==> src/rtl/ccrb_pkg.sv <==
// Types, constants and tables of the clock control register block.
`default_nettype none
package ccrb_pkg;

   localparam logic [31:0] HSI_HZ         = 32'd16000000;
   localparam logic [31:0] MSI_DEFAULT_HZ = 32'd100000;
   localparam logic [31:0] CTRL_RW_MASK   = 32'h010101F1;
   localparam logic [31:0] CTRL_RDY_MASK  = 32'h02020202;
   localparam logic [31:0] SEL_RW_MASK    = 32'h00003FF3;
   localparam logic [31:0] SEL_SWS_MASK   = 32'h0000000C;
   localparam logic [31:0] CTRL_RESET     = 32'h00000300;
   localparam logic [31:0] PLL_RESET      = 32'h00001000;
   localparam logic [25:0] EXT_OSC_RESET  = 26'd8000000;
   localparam int unsigned PLAIN_COUNT    = 11;
   localparam int unsigned PLAIN_IDX_W    = 4;

   localparam logic [9:0] OFF_CTRL = 10'h000;
   localparam logic [9:0] OFF_SEL  = 10'h004;
   localparam logic [9:0] OFF_PLL  = 10'h060;

   localparam logic [1:0] SW_MSI = 2'd0;
   localparam logic [1:0] SW_HSI = 2'd1;
   localparam logic [1:0] SW_HSE = 2'd2;
   localparam logic [1:0] SW_PLL = 2'd3;

   localparam logic [1:0] PLLSRC_NONE = 2'd0;
   localparam logic [1:0] PLLSRC_MSI  = 2'd1;
   localparam logic [1:0] PLLSRC_HSI  = 2'd2;
   localparam logic [1:0] PLLSRC_HSE  = 2'd3;

   typedef enum logic [2:0] {
      KIND_CTRL,
      KIND_SEL,
      KIND_PLL,
      KIND_PLAIN,
      KIND_NONE
   } kind_type;

   typedef struct packed {
      logic                   write;
      kind_type               kind;
      logic [PLAIN_IDX_W-1:0] plain_idx;
      logic [31:0]            wdata;
   } entry_type;

   function automatic logic [31:0] msi_hz(input logic [3:0] range);
      logic [31:0] hz;
      unique case (range)
         4'd0:    hz = 32'd100000;
         4'd1:    hz = 32'd200000;
         4'd2:    hz = 32'd400000;
         4'd3:    hz = 32'd800000;
         4'd4:    hz = 32'd1000000;
         4'd5:    hz = 32'd2000000;
         4'd6:    hz = 32'd4000000;
         4'd7:    hz = 32'd8000000;
         4'd8:    hz = 32'd16000000;
         4'd9:    hz = 32'd24000000;
         4'd10:   hz = 32'd32000000;
         4'd11:   hz = 32'd48000000;
         default: hz = MSI_DEFAULT_HZ;
      endcase
      return hz;
   endfunction

endpackage
`default_nettype wire

==> src/rtl/ccrb_front.sv <==
// Front end: decodes the register offset of an incoming access.
`default_nettype none
module ccrb_front
   import ccrb_pkg::*;
(
   input  wire logic        func,
   input  wire logic [9:0]  reg_offset,
   input  wire logic [31:0] write_data,
   output entry_type        entry
);

   always_comb begin
      entry.write     = func;
      entry.wdata     = write_data;
      entry.plain_idx = '0;
      entry.kind      = KIND_NONE;
      priority case (reg_offset)
         OFF_CTRL: entry.kind = KIND_CTRL;
         OFF_SEL:  entry.kind = KIND_SEL;
         OFF_PLL:  entry.kind = KIND_PLL;
         10'h008:  begin entry.kind = KIND_PLAIN; entry.plain_idx = 4'd0;  end
         10'h00C:  begin entry.kind = KIND_PLAIN; entry.plain_idx = 4'd1;  end
         10'h010:  begin entry.kind = KIND_PLAIN; entry.plain_idx = 4'd2;  end
         10'h014:  begin entry.kind = KIND_PLAIN; entry.plain_idx = 4'd3;  end
         10'h018:  begin entry.kind = KIND_PLAIN; entry.plain_idx = 4'd4;  end
         10'h01C:  begin entry.kind = KIND_PLAIN; entry.plain_idx = 4'd5;  end
         10'h020:  begin entry.kind = KIND_PLAIN; entry.plain_idx = 4'd6;  end
         10'h024:  begin entry.kind = KIND_PLAIN; entry.plain_idx = 4'd7;  end
         10'h04C:  begin entry.kind = KIND_PLAIN; entry.plain_idx = 4'd8;  end
         10'h058:  begin entry.kind = KIND_PLAIN; entry.plain_idx = 4'd9;  end
         10'h094:  begin entry.kind = KIND_PLAIN; entry.plain_idx = 4'd10; end
         default:  entry.kind = KIND_NONE;
      endcase
   end

endmodule
`default_nettype wire

==> src/rtl/ccrb_fifo.sv <==
// Two-entry queue of decoded accesses between front and back end.
`default_nettype none
module ccrb_fifo
   import ccrb_pkg::*;
(
   input  wire logic  clock,
   input  wire logic  reset,
   input  wire logic  push,
   input  entry_type  push_data,
   output logic       full,
   input  wire logic  pop,
   output entry_type  pop_data,
   output logic       empty
);

   entry_type   mem_ff [2];
   logic        wptr_ff, wptr_in;
   logic        rptr_ff, rptr_in;
   logic [1:0]  count_ff, count_in;
   logic        do_push, do_pop;

   assign full     = (count_ff == 2'd2);
   assign empty    = (count_ff == 2'd0);
   assign do_push  = push && !full;
   assign do_pop   = pop && !empty;
   assign pop_data = mem_ff[rptr_ff];

   always_comb begin
      wptr_in  = do_push ? !wptr_ff : wptr_ff;
      rptr_in  = do_pop ? !rptr_ff : rptr_ff;
      count_in = count_ff + 2'(do_push) - 2'(do_pop);
   end

   always_ff @(posedge clock) begin
      if (reset) begin
         wptr_ff  <= 1'b0;
         rptr_ff  <= 1'b0;
         count_ff <= 2'd0;
      end else begin
         wptr_ff  <= wptr_in;
         rptr_ff  <= rptr_in;
         count_ff <= count_in;
      end
      if (do_push) begin
         mem_ff[wptr_ff] <= push_data;
      end
   end

endmodule
`default_nettype wire

==> src/rtl/ccrb_div.sv <==
// Iterative divider: 32-bit dividend by a divisor of 1 to 15, one bit a cycle.
`default_nettype none
module ccrb_div
   import ccrb_pkg::*;
(
   input  wire logic        clock,
   input  wire logic        reset,
   input  wire logic        start,
   input  wire logic [31:0] dividend,
   input  wire logic [3:0]  divisor,
   output logic             done,
   output logic [31:0]      quotient
);

   logic [31:0] quo_ff;
   logic [3:0]  rem_ff;
   logic [3:0]  dvs_ff;
   logic [4:0]  cnt_ff;
   logic        busy_ff;
   logic        done_ff;
   logic [4:0]  trial;
   logic        take;

   assign trial    = {rem_ff, quo_ff[31]};
   assign take     = (trial >= {1'b0, dvs_ff});
   assign done     = done_ff;
   assign quotient = quo_ff;

   always_ff @(posedge clock) begin
      if (reset) begin
         busy_ff <= 1'b0;
         done_ff <= 1'b0;
         cnt_ff  <= '0;
      end else if (start) begin
         busy_ff <= 1'b1;
         done_ff <= 1'b0;
         cnt_ff  <= '0;
         quo_ff  <= dividend;
         rem_ff  <= '0;
         dvs_ff  <= divisor;
      end else if (busy_ff) begin
         rem_ff  <= take ? 4'(trial - {1'b0, dvs_ff}) : trial[3:0];
         quo_ff  <= {quo_ff[30:0], take};
         cnt_ff  <= cnt_ff + 5'd1;
         if (cnt_ff == 5'd31) begin
            busy_ff <= 1'b0;
            done_ff <= 1'b1;
         end
      end else begin
         done_ff <= 1'b0;
      end
   end

endmodule
`default_nettype wire

==> src/rtl/ccrb_back.sv <==
// Back end: register bank update, clock frequency computation and result slot.
`default_nettype none
module ccrb_back
   import ccrb_pkg::*;
(
   input  wire logic        clock,
   input  wire logic        reset,
   input  entry_type        entry,
   input  wire logic        entry_empty,
   output logic             entry_pop,
   input  wire logic        csr_valid,
   input  wire logic [25:0] csr_external_osc_hz,
   input  wire logic        rsp_pop,
   output logic             rsp_empty,
   output logic [31:0]      rsp_read_data,
   output logic             rsp_bad_offset,
   output logic [31:0]      rsp_sysclk_hz,
   output logic [31:0]      rsp_hclk_hz,
   output logic [31:0]      rsp_pclk1_hz,
   output logic [31:0]      rsp_pclk2_hz
);

   typedef enum logic [2:0] {
      ST_IDLE,
      ST_PLL,
      ST_DIV1,
      ST_DIV2,
      ST_OUT
   } state_type;

   state_type   state_ff;
   logic [25:0] ext_ff;
   logic [31:0] ctrl_ff, sel_ff, pll_ff;
   logic [31:0] plain_ff [PLAIN_COUNT];
   logic [31:0] rd_ff;
   logic        bad_ff;
   logic [31:0] pllhz_ff;
   logic        out_valid_ff, out_valid_in;
   logic [31:0] out_rd_ff, out_sys_ff, out_hclk_ff, out_p1_ff, out_p2_ff;
   logic        out_bad_ff;

   logic [31:0] ctrl_in, sel_in, v;
   logic [31:0] msi, src, sys, hclk;
   logic [3:0]  hpre, hsh;
   logic [2:0]  pre1, pre2, s1, s2;
   logic        pll_run;
   logic        div_start, div_done;
   logic [31:0] div_dividend, div_quo, vco;
   logic [3:0]  div_divisor;
   logic        out_free;

   assign v = entry.wdata;

   // Control word: masked write, ready bits follow the enable bits
   always_comb begin
      ctrl_in = ((ctrl_ff & ~CTRL_RW_MASK) | (v & CTRL_RW_MASK)) & ~CTRL_RDY_MASK;
      ctrl_in[9]  = v[8];
      ctrl_in[1]  = v[0];
      ctrl_in[17] = v[16];
      ctrl_in[25] = v[24];
   end

   // Clock select: switch status tracks the switch field when it changes
   always_comb begin
      sel_in = (v & SEL_RW_MASK) | (sel_ff & SEL_SWS_MASK);
      if (sel_ff[1:0] != sel_in[1:0]) begin
         sel_in[3:2] = sel_in[1:0];
      end
   end

   always_comb begin
      msi = MSI_DEFAULT_HZ;
      if (ctrl_ff[8] && ctrl_ff[9]) begin
         msi = msi_hz(ctrl_ff[7:4]);
      end
      unique case (pll_ff[1:0])
         PLLSRC_MSI:  src = msi;
         PLLSRC_HSI:  src = HSI_HZ;
         PLLSRC_HSE:  src = {6'd0, ext_ff};
         PLLSRC_NONE: src = '0;
         default:     src = '0;
      endcase
      pll_run = ctrl_ff[24] && ctrl_ff[25] && (src != '0);

      sys = HSI_HZ;
      unique case (sel_ff[1:0])
         SW_MSI:  sys = msi;
         SW_HSI:  sys = HSI_HZ;
         SW_HSE:  if (ctrl_ff[16] && ctrl_ff[17]) sys = {6'd0, ext_ff};
         SW_PLL:  if (pllhz_ff != '0) sys = pllhz_ff;
         default: sys = HSI_HZ;
      endcase
      hpre = sel_ff[7:4];
      pre1 = sel_ff[10:8];
      pre2 = sel_ff[13:11];
      hsh  = hpre[3] ? (hpre - 4'd7) : 4'd0;
      s1   = pre1[2] ? (pre1 - 3'd3) : 3'd0;
      s2   = pre2[2] ? (pre2 - 3'd3) : 3'd0;
      hclk = sys >> hsh;
   end

   // VCO wraps at 32 bits; halve it so the second pass divides by R+1
   assign vco = 32'(div_quo * {25'd0, pll_ff[14:8]});

   always_comb begin
      div_start    = 1'b0;
      div_dividend = src;
      div_divisor  = {1'b0, pll_ff[6:4]} + 4'd1;
      if (state_ff == ST_PLL) begin
         div_start = pll_run;
      end else if (state_ff == ST_DIV1 && div_done) begin
         div_start    = 1'b1;
         div_dividend = {1'b0, vco[31:1]};
         div_divisor  = {2'd0, pll_ff[26:25]} + 4'd1;
      end
   end

   ccrb_div u_div (
      .clock    (clock),
      .reset    (reset),
      .start    (div_start),
      .dividend (div_dividend),
      .divisor  (div_divisor),
      .done     (div_done),
      .quotient (div_quo)
   );

   assign out_free     = !out_valid_ff || rsp_pop;
   assign entry_pop    = (state_ff == ST_IDLE) && !entry_empty;
   // Load a new item into the slot, or hold the waiting one until popped
   assign out_valid_in = ((state_ff == ST_OUT) && out_free) || (out_valid_ff && !rsp_pop);

   always_ff @(posedge clock) begin
      if (reset) begin
         state_ff     <= ST_IDLE;
         out_valid_ff <= 1'b0;
         ext_ff       <= EXT_OSC_RESET;
         ctrl_ff      <= CTRL_RESET;
         sel_ff       <= '0;
         pll_ff       <= PLL_RESET;
         for (int i = 0; i < PLAIN_COUNT; i++) begin
            plain_ff[i] <= '0;
         end
      end else begin
         if (csr_valid) begin
            ext_ff <= csr_external_osc_hz;
         end
         out_valid_ff <= out_valid_in;
         unique case (state_ff)
            ST_IDLE: begin
               if (!entry_empty) begin
                  bad_ff   <= (entry.kind == KIND_NONE);
                  state_ff <= ST_PLL;
                  unique case (entry.kind)
                     KIND_CTRL: begin
                        if (entry.write) ctrl_ff <= ctrl_in;
                        rd_ff <= entry.write ? '0 : ctrl_ff;
                     end
                     KIND_SEL: begin
                        if (entry.write) sel_ff <= sel_in;
                        rd_ff <= entry.write ? '0 : sel_ff;
                     end
                     KIND_PLL: begin
                        if (entry.write) pll_ff <= v;
                        rd_ff <= entry.write ? '0 : pll_ff;
                     end
                     KIND_PLAIN: begin
                        if (entry.write) plain_ff[entry.plain_idx] <= v;
                        rd_ff <= entry.write ? '0 : plain_ff[entry.plain_idx];
                     end
                     default: rd_ff <= '0;
                  endcase
               end
            end
            ST_PLL: begin
               pllhz_ff <= '0;
               state_ff <= pll_run ? ST_DIV1 : ST_OUT;
            end
            ST_DIV1: begin
               if (div_done) state_ff <= ST_DIV2;
            end
            ST_DIV2: begin
               if (div_done) begin
                  pllhz_ff <= pll_ff[24] ? div_quo : '0;
                  state_ff <= ST_OUT;
               end
            end
            ST_OUT: begin
               if (out_free) begin
                  out_rd_ff    <= rd_ff;
                  out_bad_ff   <= bad_ff;
                  out_sys_ff   <= sys;
                  out_hclk_ff  <= hclk;
                  out_p1_ff    <= hclk >> s1;
                  out_p2_ff    <= hclk >> s2;
                  state_ff     <= ST_IDLE;
               end
            end
            default: state_ff <= ST_IDLE;
         endcase
      end
   end

   assign rsp_empty      = !out_valid_ff;
   assign rsp_read_data  = out_rd_ff;
   assign rsp_bad_offset = out_bad_ff;
   assign rsp_sysclk_hz  = out_sys_ff;
   assign rsp_hclk_hz    = out_hclk_ff;
   assign rsp_pclk1_hz   = out_p1_ff;
   assign rsp_pclk2_hz   = out_p2_ff;

endmodule
`default_nettype wire

==> src/rtl/clock_control_register_block.sv <==
// Top level of the clock control register block.
//
//   channel  ports                      handshake
//   req      func, reg_offset, data     push / full
//   rsp      read data, flag, clock Hz  pop / empty
//   csr      external_osc_hz            valid / ready
//
// When the PLL runs, a result waits for two passes of the shared divider
// (one bit a cycle, 32-bit dividend); otherwise ST_PLL goes to ST_OUT.
// The back end handles items one at a time. Reset is synchronous.
// It restores state, pointers and configuration, but not data registers.
// A two-entry queue takes accesses while the back end works or the result
// waits; full rises when it holds two. csr_ready is always high.
`default_nettype none
module clock_control_register_block
   import ccrb_pkg::*;
(
   input  wire logic        clock,
   input  wire logic        reset,
   input  wire logic        req_push,
   output logic             req_full,
   input  wire logic        req_func,
   input  wire logic [9:0]  req_reg_offset,
   input  wire logic [31:0] req_write_data,
   output logic             rsp_empty,
   input  wire logic        rsp_pop,
   output logic [31:0]      rsp_read_data,
   output logic             rsp_bad_offset,
   output logic [31:0]      rsp_sysclk_hz,
   output logic [31:0]      rsp_hclk_hz,
   output logic [31:0]      rsp_pclk1_hz,
   output logic [31:0]      rsp_pclk2_hz,
   input  wire logic        csr_valid,
   output logic             csr_ready,
   input  wire logic [25:0] csr_external_osc_hz
);

   entry_type dec_entry, q_entry;
   logic      q_empty, q_pop;

   assign csr_ready = 1'b1;

   ccrb_front u_front (
      .func       (req_func),
      .reg_offset (req_reg_offset),
      .write_data (req_write_data),
      .entry      (dec_entry)
   );

   ccrb_fifo u_fifo (
      .clock     (clock),
      .reset     (reset),
      .push      (req_push),
      .push_data (dec_entry),
      .full      (req_full),
      .pop       (q_pop),
      .pop_data  (q_entry),
      .empty     (q_empty)
   );

   ccrb_back u_back (
      .clock               (clock),
      .reset               (reset),
      .entry               (q_entry),
      .entry_empty         (q_empty),
      .entry_pop           (q_pop),
      .csr_valid           (csr_valid),
      .csr_external_osc_hz (csr_external_osc_hz),
      .rsp_pop             (rsp_pop),
      .rsp_empty           (rsp_empty),
      .rsp_read_data       (rsp_read_data),
      .rsp_bad_offset      (rsp_bad_offset),
      .rsp_sysclk_hz       (rsp_sysclk_hz),
      .rsp_hclk_hz         (rsp_hclk_hz),
      .rsp_pclk1_hz        (rsp_pclk1_hz),
      .rsp_pclk2_hz        (rsp_pclk2_hz)
   );

endmodule
`default_nettype wire

==> config.mk <==
export PLATFORM = sky130hd
export DESIGN_NAME = clock_control_register_block
export DESIGN_NICKNAME = d
export VERILOG_FILES = /design/src/rtl/ccrb_pkg.sv /design/src/rtl/ccrb_front.sv /design/src/rtl/ccrb_fifo.sv /design/src/rtl/ccrb_div.sv /design/src/rtl/ccrb_back.sv /design/src/rtl/clock_control_register_block.sv
export SDC_FILE = /design/constraint.sdc
export NUM_CORES = 2
export LEC_CHECK = 0
export ABC_AREA = 1
export BUFFER_PORTS_ARGS = -buffer_cell sky130_fd_sc_hd__buf_2
export CORE_ASPECT_RATIO = 1.2
export CORE_MARGIN = 2
export CORE_UTILIZATION = 55
export CTS_BUF_LIST = sky130_fd_sc_hd__clkbuf_8
export CTS_CLUSTER_DIAMETER = 60
export DETAILED_ROUTE_END_ITERATION = 7
export PLACE_DENSITY_LB_ADDON = 0.08
export SLEW_MARGIN = 15
export SYNTH_ARGS = -nofsm -noshare
export SYNTH_HDL_FRONTEND = slang
export SYNTH_SLANG_ARGS = --single-unit
==> constraint.sdc <==
create_clock -name clock -period 35.5 [get_ports clock]
set_input_delay 1.775 -clock clock [delete_from_list [all_inputs] [get_ports clock]]
set_output_delay 1.775 -clock clock [all_outputs]
set_load 0.01 [all_outputs]
; Word level (Yosys, flattened, before mapping)
; Memories as Yosys holds them, arrays and structs flattened. A register that Yosys moved wholly into a read port is not among the register bits.
; Index checks and enable logic that the tools add are counted.
[word_totals]
latchBits = 0
rom_bits = 336
reg_bits = 403
ram_bits = 432
output_inout_bits = 164
inputBits = 74
n_memories = 3
[op_classes]
n_div = 0
mux = 55
eq_ne = 34
shift = 3
n_bitwise = 5
magnitude_cmp = 1
n_reduce_logical = 41
n_mul = 1
add_sub_neg = 9
[mem_list]
columns = memory, depth, word_bits, rd, rd_ports_with_merged_regs, wr, line_no
row1 = u_back.plain_ff, 11, 32, 1, 0, 11, ccrb_back.sv:34  ; logic [31:0] plain_ff [PLAIN_COUNT];
row2 = (name not given), 16, 21, 1, 1, 0, ccrb_pkg.sv:48  ; unique case (range)
row3 = u_fifo.mem_ff, 2, 40, 1, 1, 1, ccrb_fifo.sv:16  ; entry_type mem_ff [2];
[op_table]
columns = op, n
row1 = $mux W32, 13
row2 = $pmux W32 S4, 3
row3 = $pmux W32 S2, 1
row4 = $reduce_bool A32 Y1, 2
row5 = $shr A32 B3 Y32, 2
row6 = $eq A10 B5 Y1 const B, 4
row7 = $pmux W4 S10, 1
row8 = $mul A32 B7 Y32, 1
row9 = $mux W4, 8
row10 = $or A32 B25 Y32, 1
row11 = $reduce_or A32 Y1, 1
row12 = $shr A32 B4 Y32, 1
row13 = $eq A10 B7 Y1 const B, 3
row14 = $mux W26, 1
row15 = $mux W3, 7
row16 = $eq A10 B4 Y1 const B, 2
row17 = $eq A10 B6 Y1 const B, 2
row18 = $mux W1, 18
row19 = $reduce_and A4 Y1, 4
row20 = $pmux W3 S5, 1
row21 = $or A14 B4 Y14, 1
row22 = $eq A3 B2 Y1 const B, 4
row23 = $pmux W3 S4, 1
row24 = $reduce_or A11 Y1, 1
row25 = other kinds (32), 66

; Logic depth before layout (Yosys ltp)
[logic_depth]
word_depth = 8
ltp_mapped = 27
depth_no_buf = 25

; Cells and area by module
; A second synthesis with hierarchy kept.
[hier_totals]
hier_cells = 5344
area_unflattened_um2 = 50468.4
[modules_own_cells]
columns = mod, n_inst, seq_area_each_um2, area_each_um2, cells_each
row1 = ccrb_back, 1, 23943.0, 44522.7, 4854
row2 = ccrb_fifo, 1, 2502.4, 3149.3, 163
row3 = ccrb_div, 1, 1341.3, 2165.8, 223
row4 = ccrb_front, 1, 0.0, 619.3, 102
row5 = clock_control_register_block, 1, 0.0, 11.3, 2

; Worst setup path after synthesis
; No wires, ideal clock.
[synth_path]
path_kind = in2reg
start = input reset
end = register u_back.out_bad_ff, in the netlist u_back.rsp_bad_offset (enable)
stages = 4
arrival_time_ns = 13.280
n_path_buf = 3
required_time_ns = 34.621
setup_time_ns = 0.879
setup_slack_ns = 21.341
path_cell_list = clkbuf_1 > buf_1 > clkbuf_1 > nor3_1
[synth_via]
elab_chain_len = 2
[synth_lines]
columns = element, line_no
row1 = "start, declared", clock_control_register_block.sv:19  ; input wire logic reset,
row2 = $not A1 Y1 (no source line), n/a
row3 = $reduce_and A3 Y1 (no source line), n/a
row4 = "end signal, assigned", ccrb_back.sv:191  ; out_bad_ff <= bad_ff;
row5 = "end, declared", ccrb_back.sv:40  ; logic out_bad_ff;
; No other way between the ends.
; A chain may end at the register's enable or synchronous reset.

; Final worst setup path
[layout_path]
start = register u_back.pll_ff[9]
end = register u_back.u_div.quo_ff[21], in the netlist u_back.u_div.quotient[21], data pin
[layout_via]
elab_chain_len = 4
[layout_lines]
columns = element, line_no
row1 = "start, declared", ccrb_back.sv:33  ; logic [31:0] ctrl_ff, sel_ff, pll_ff;
row2 = "start signal, assigned", ccrb_back.sv:164  ; if (entry.write) pll_ff <= v;
row3 = $mul A32 B7 Y32, ccrb_back.sv:103  ; assign vco = 32'(div_quo * {25'd0, pll_ff[14:8]});
row4 = $mux W32, ccrb_back.sv:111  ; end else if (state_ff == ST_DIV1 && div_done) begin
row5 = $mux W32, ccrb_back.sv:109  ; if (state_ff == ST_PLL) begin
row6 = $mux W32, ccrb_div.sv:34  ; end else if (start) begin
row7 = "end signal, assigned", ccrb_div.sv:38  ; quo_ff <= dividend;
row8 = "end signal, assigned", ccrb_div.sv:43  ; quo_ff <= {quo_ff[30:0], take};
row9 = "end, declared", ccrb_div.sv:15  ; logic [31:0] quo_ff;
; No other way between the ends.

==> metrics list <==
- The run finished with clean final reports.
- Counting stages on the worst path, the most repeated cell is sky130_fd_sc_hd__inv_1.
- Synthesis inferred 975 register bits.
- Global routing used between 30 and 40% of the available tracks.
- The routed layout has 38500 vias.
- Crit path from: u_back.pll_ff[9]
- For the worst flop-to-flop path, the logic depth is 23.
- The signal on the critical path passes through buf_4, nand2_1, inv_1, fa_1, fa_1, fa_1, inv_1, fa_1, inv_1, ha_1, a21o_1, o21bai_1, a21oi_1, inv_1, a21oi_1, inv_1, nand2_1, a21oi_1, or2_2, nand3_1, nand2_1, nand2_1, o21ai_0.
- Clk network pwr share: 30.0%
- Die outline height: 333 um
* Startpoint types: flop
- The detail route stage leaves a number of antenna-violating nets equal to 0.
- In the final timing run, aggregate negative setup slack is 0 ns.
- The number of hold-slack violations in the final timing report was 0.
- In the routed design, unresolved DRC markers number 0.
- Post-Synthesis Cell Area: 0.0495 mm2
- Floorplan die area: 0.0925 mm2
* Sequential cell area fraction in the yosys report: 56.1%
- Of the cells placed in the final design, the portion with a size suffix greater than 1 is ~11%.
* Final weighted congestion in routability-driven placement: 0.955
* Ratio of final minimum period to clock period: 15.1%
- Worst path top cell family by delay: adder cells
- Number of max-cap violations: 0
- Dividing the detail-routed wire length by the instance count gives 21.6 um.
- Total clock buffers created by CTS: around 160
- Portion of synthesized cell area occupied by the leading cell type: 50.1%
- The final count of pins violating max slew is 0.
- The setup check on the worst reg-to-reg path leaves a slack of 30.15 ns.
* Final global-route overflow total: 0
- Clock latency on the worst-skew pair: 0.83 ns
- Maximum single-stage delay on the critical path: 0.52 ns
* Crit path kind: flop to flop
- Min Hold Slack: roughly 0.41 ns
- Clock Path Buffers: 3
- Nets: 5605
- Of the total power, combinational logic draws 25.0%.
* TritonCTS Sinks: 975
- Static timing analysis puts the maximum clock frequency at 0.187 GHz.
- Max Fanout on Critical Path: 25
* Synthesized Nets: between 5000 and 6000
* Startpoint of the most critical register-to-register path: u_back.pll_ff[9]
* Total number of cells along the worst setup path: 23
* Synth area leaders: sky130_fd_sc_hd__edfxtp_1, sky130_fd_sc_hd__nand2_1, sky130_fd_sc_hd__dfxtp_1, sky130_fd_sc_hd__fa_1, sky130_fd_sc_hd__nand3_1
- The via count of the first global-routing pass was 37200.
- Net switching component of the power: 1.02 mW
- Subtracting the final worst setup slack from the clock period gives roughly 5.3 ns.
* Synthesis-to-finish area growth: 9.93%
* YS warnings: 0
* Post-synth top area cell: sky130_fd_sc_hd__edfxtp_1
- Of all flip-flops after synthesis, the portion carrying an async set or reset was 0%.
- Worst endpoint required time: roughly 36 ns
* Measured slew at the worst slew-check pin: approximately 1.1 ns
- Port buffer count: ~240
* Last element of the critical path: u_back.u_div.quotient[21]
- Number of synthesized flops with an enable pin: around 830
* First DRT Iteration DRCs: 3840
- HPWL after DPL: 96000 um
* Post-CTS clock slew at the launch and capture registers of the worst setup and hold paths: 0.06 ns
- STA classifies the critical path endpoint as a flop.
- The worst pin sits at a relative slew slack of between 20% and 30%.
- Leaving out fill and tap cells, the most frequent cell in the layout is sky130_fd_sc_hd__nand2_1.
* Number of iterations in the first detailed-routing pass: 6
- Entering global routing, the biggest net connects 147 pins.
* Worst R2R End: u_back.u_div.quotient[21]
- Pleak: ~23 nW
* CTS tree: done
- Root Buffer: sky130_fd_sc_hd__clkbuf_8
- The slowest stage of the critical path belongs to the cell sky130_fd_sc_hd__fa_1.
* Net Sw Frac: 33.9%
* Path category of the worst min-delay check: flop to flop
- Unrepaired setup endpoints after global routing: false
- Total of endpoints with negative setup slack in the final report: 0
- Number of distinct library cells after synthesis: 57
- Core area: 0.0892 mm2
* Arr. time, crit path: 5.90 ns
- Effective utilization at floorplan: 55.5%
* Number of antenna violations at the first check in global routing: 4
* Count of hold buffers inserted by post-cts repair: 0
* Clock Skews: 0.0311 ns
- Internal power component: 1.98 mW
- The critical path contains buffers and inverters numbering 6 combined.
- I/O pin total: 238
- In this run, flip-flops and latches consume 45.0% of the power.
- Post-CTS timing repair inserted 0 buffers for setup.
- Maximum level of the CTS H-tree: 4
* Cell Rows: 120
* Number of gates resized after CTS: 0
- Width of the die: approximately 280 um
* Wirelength, routed: 143000 um
* Top flip-flop cell by instance count after synthesis: sky130_fd_sc_hd__edfxtp_1
- Maximum resistive drop on vdd: 0.0512 mV
- Post-synthesis average cell area: 9.54 um2
* Pwr/cell area: 55.0 mW/mm2
- Synthesis produced a netlist whose cell count is around 5200.
* Global-route wire length before repair: approximately 220000 um
- In the layout the commonest cells are sky130_fd_sc_hd__nand2_1, sky130_fd_sc_hd__edfxtp_1, sky130_fd_sc_hd__nor2_1.
* Per-cell via count in the routed design: 5.82
[cells in the mapped netlist, types with 14 or more instances]
library cell / count
sky130_fd_sc_hd__nand4_1: 16
sky130_fd_sc_hd__buf_2: 58
sky130_fd_sc_hd__o211ai_1: 25
sky130_fd_sc_hd__clkinv_1: 37
sky130_fd_sc_hd__a211oi_1: 26
sky130_fd_sc_hd__a22oi_1: 16
sky130_fd_sc_hd__buf_1: 62
sky130_fd_sc_hd__mux2i_1: 28
sky130_fd_sc_hd__a21oi_1: 342
sky130_fd_sc_hd__inv_2: 23
sky130_fd_sc_hd__o22ai_1: 21
sky130_fd_sc_hd__dfxtp_1: 149
sky130_fd_sc_hd__fa_1: 133
sky130_fd_sc_hd__inv_1: 471
sky130_fd_sc_hd__nand2_1: 1135
sky130_fd_sc_hd__clkbuf_1: 170
sky130_fd_sc_hd__or2_2: 32
sky130_fd_sc_hd__ha_1: 57
sky130_fd_sc_hd__nand3_1: 412
sky130_fd_sc_hd__xnor2_1: 14
sky130_fd_sc_hd__edfxtp_1: 826
sky130_fd_sc_hd__o21ai_1: 25
sky130_fd_sc_hd__xor2_1: 15
sky130_fd_sc_hd__nor3_1: 62
sky130_fd_sc_hd__o21ai_0: 235
sky130_fd_sc_hd__nor2_1: 544
sky130_fd_sc_hd__clkbuf_2: 15
sky130_fd_sc_hd__a221oi_1: 90
sky130_fd_sc_hd__o31ai_1: 29
[final cells by class]
class,instances,area (um2)
fill,7702,34700
clock buffer,167,2300
multi-input combinational,3371,18600
timing repair buffer,307,1740
antenna,4,10.0
tap,1159,1450
clock inverter,105,557
inverter,531,2000
sequential,975,27800
[power groups by stage]
| stage | sequential [mW] | clock (mW) | combinational [mW] |
|---|---|---|---|
| global route | 1.35 | 0.958 | 0.819 |
| detailed placement | 1.37 | 0 | 0.741 |
| finish | 1.35 | 0.899 | 0.750 |
| global placement | 1.37 | 0 | 0.732 |
| floorplan | 1.37 | 0 | 0.500 |
| CTS | 1.35 | 0.912 | 0.743 |
[cell families after synthesis]
logic type,after synthesis,share of synthesized area (%)
DFF,975,56.1
xor gates and xnor gates,29,0.513
other,1,0.00757
AOI/OAI and AO/OA,872,10.4
buffers and inverters,844,6.67
muxes,28,0.566
and+or+nand+nor,2251,18.9
adders and majority gates,190,6.82
[per-layer routing]
layer | global-route usage (%) | share of wire [%] | routed length, um
met4 | 11.7 | 3.4 | 4840
met1 | 39.5 | 40 | 56600
met2 | 53.6 | 50 | 72000
met5 | 0 | 0 | 0
met3 | 4.33 | 6.6 | 9480
[sequential cells by signal, summed over array words and instances (netlist names), 2 cells and up, named ones only]
name                   count
u_back.u_div.quotient     32
u_back.rsp_read_data      32
u_fifo.mem_ff             80
u_back.ctrl_ff             8
u_back.rd_ff              32
u_back.ext_ff             26
u_back.pll_ff             32
u_back.rsp_pclk1_hz       32
u_back.rsp_sysclk_hz      32
u_back.u_div.cnt_ff        5
u_back.u_div.dvs_ff        4
u_back.plain_ff          512
u_back.rsp_pclk2_hz       32
u_fifo.count_ff            2
u_back.pllhz_ff           32
u_back.sel_ff             14
u_back.rsp_hclk_hz        32
u_back.state_ff            3
u_back.u_div.rem_ff        4
[metrics by stage]
step	setup slack [ns]	utilization (%)	instance area, um2	instances	power [mW]
final	30.15	61.0	54400	6619	3.00
after global routing	29.78	61.0	54400	6618	3.13
after global placement	30.26	57.8	51600	6343	2.10
after detailed placement	30.18	57.8	51600	6343	2.11
after CTS	30.18	61.0	54400	6615	3.00
after floorplan	21.34	-	49500	5190	1.87
[worst min-delay path by stage]
stage / from / endpoint / slack, ns / depth (start not counted)
after floorplan: u_back.bad_ff / u_back.rsp_bad_offset / 0.40 / 0
after global placement: u_back.rd_ff[12] / u_back.rsp_read_data[12] / 0.40 / 0
after detailed placement: u_back.rd_ff[2] / u_back.rsp_read_data[2] / 0.40 / 0
after CTS: u_back.rd_ff[18] / u_back.rsp_read_data[18] / 0.41 / 0
after global routing: u_back.rd_ff[8] / u_back.rsp_read_data[8] / 0.42 / 0
final: u_back.rd_ff[18] / u_back.rsp_read_data[18] / 0.41 / 0
No activity file was read; power rests on OpenSTA's default activity.
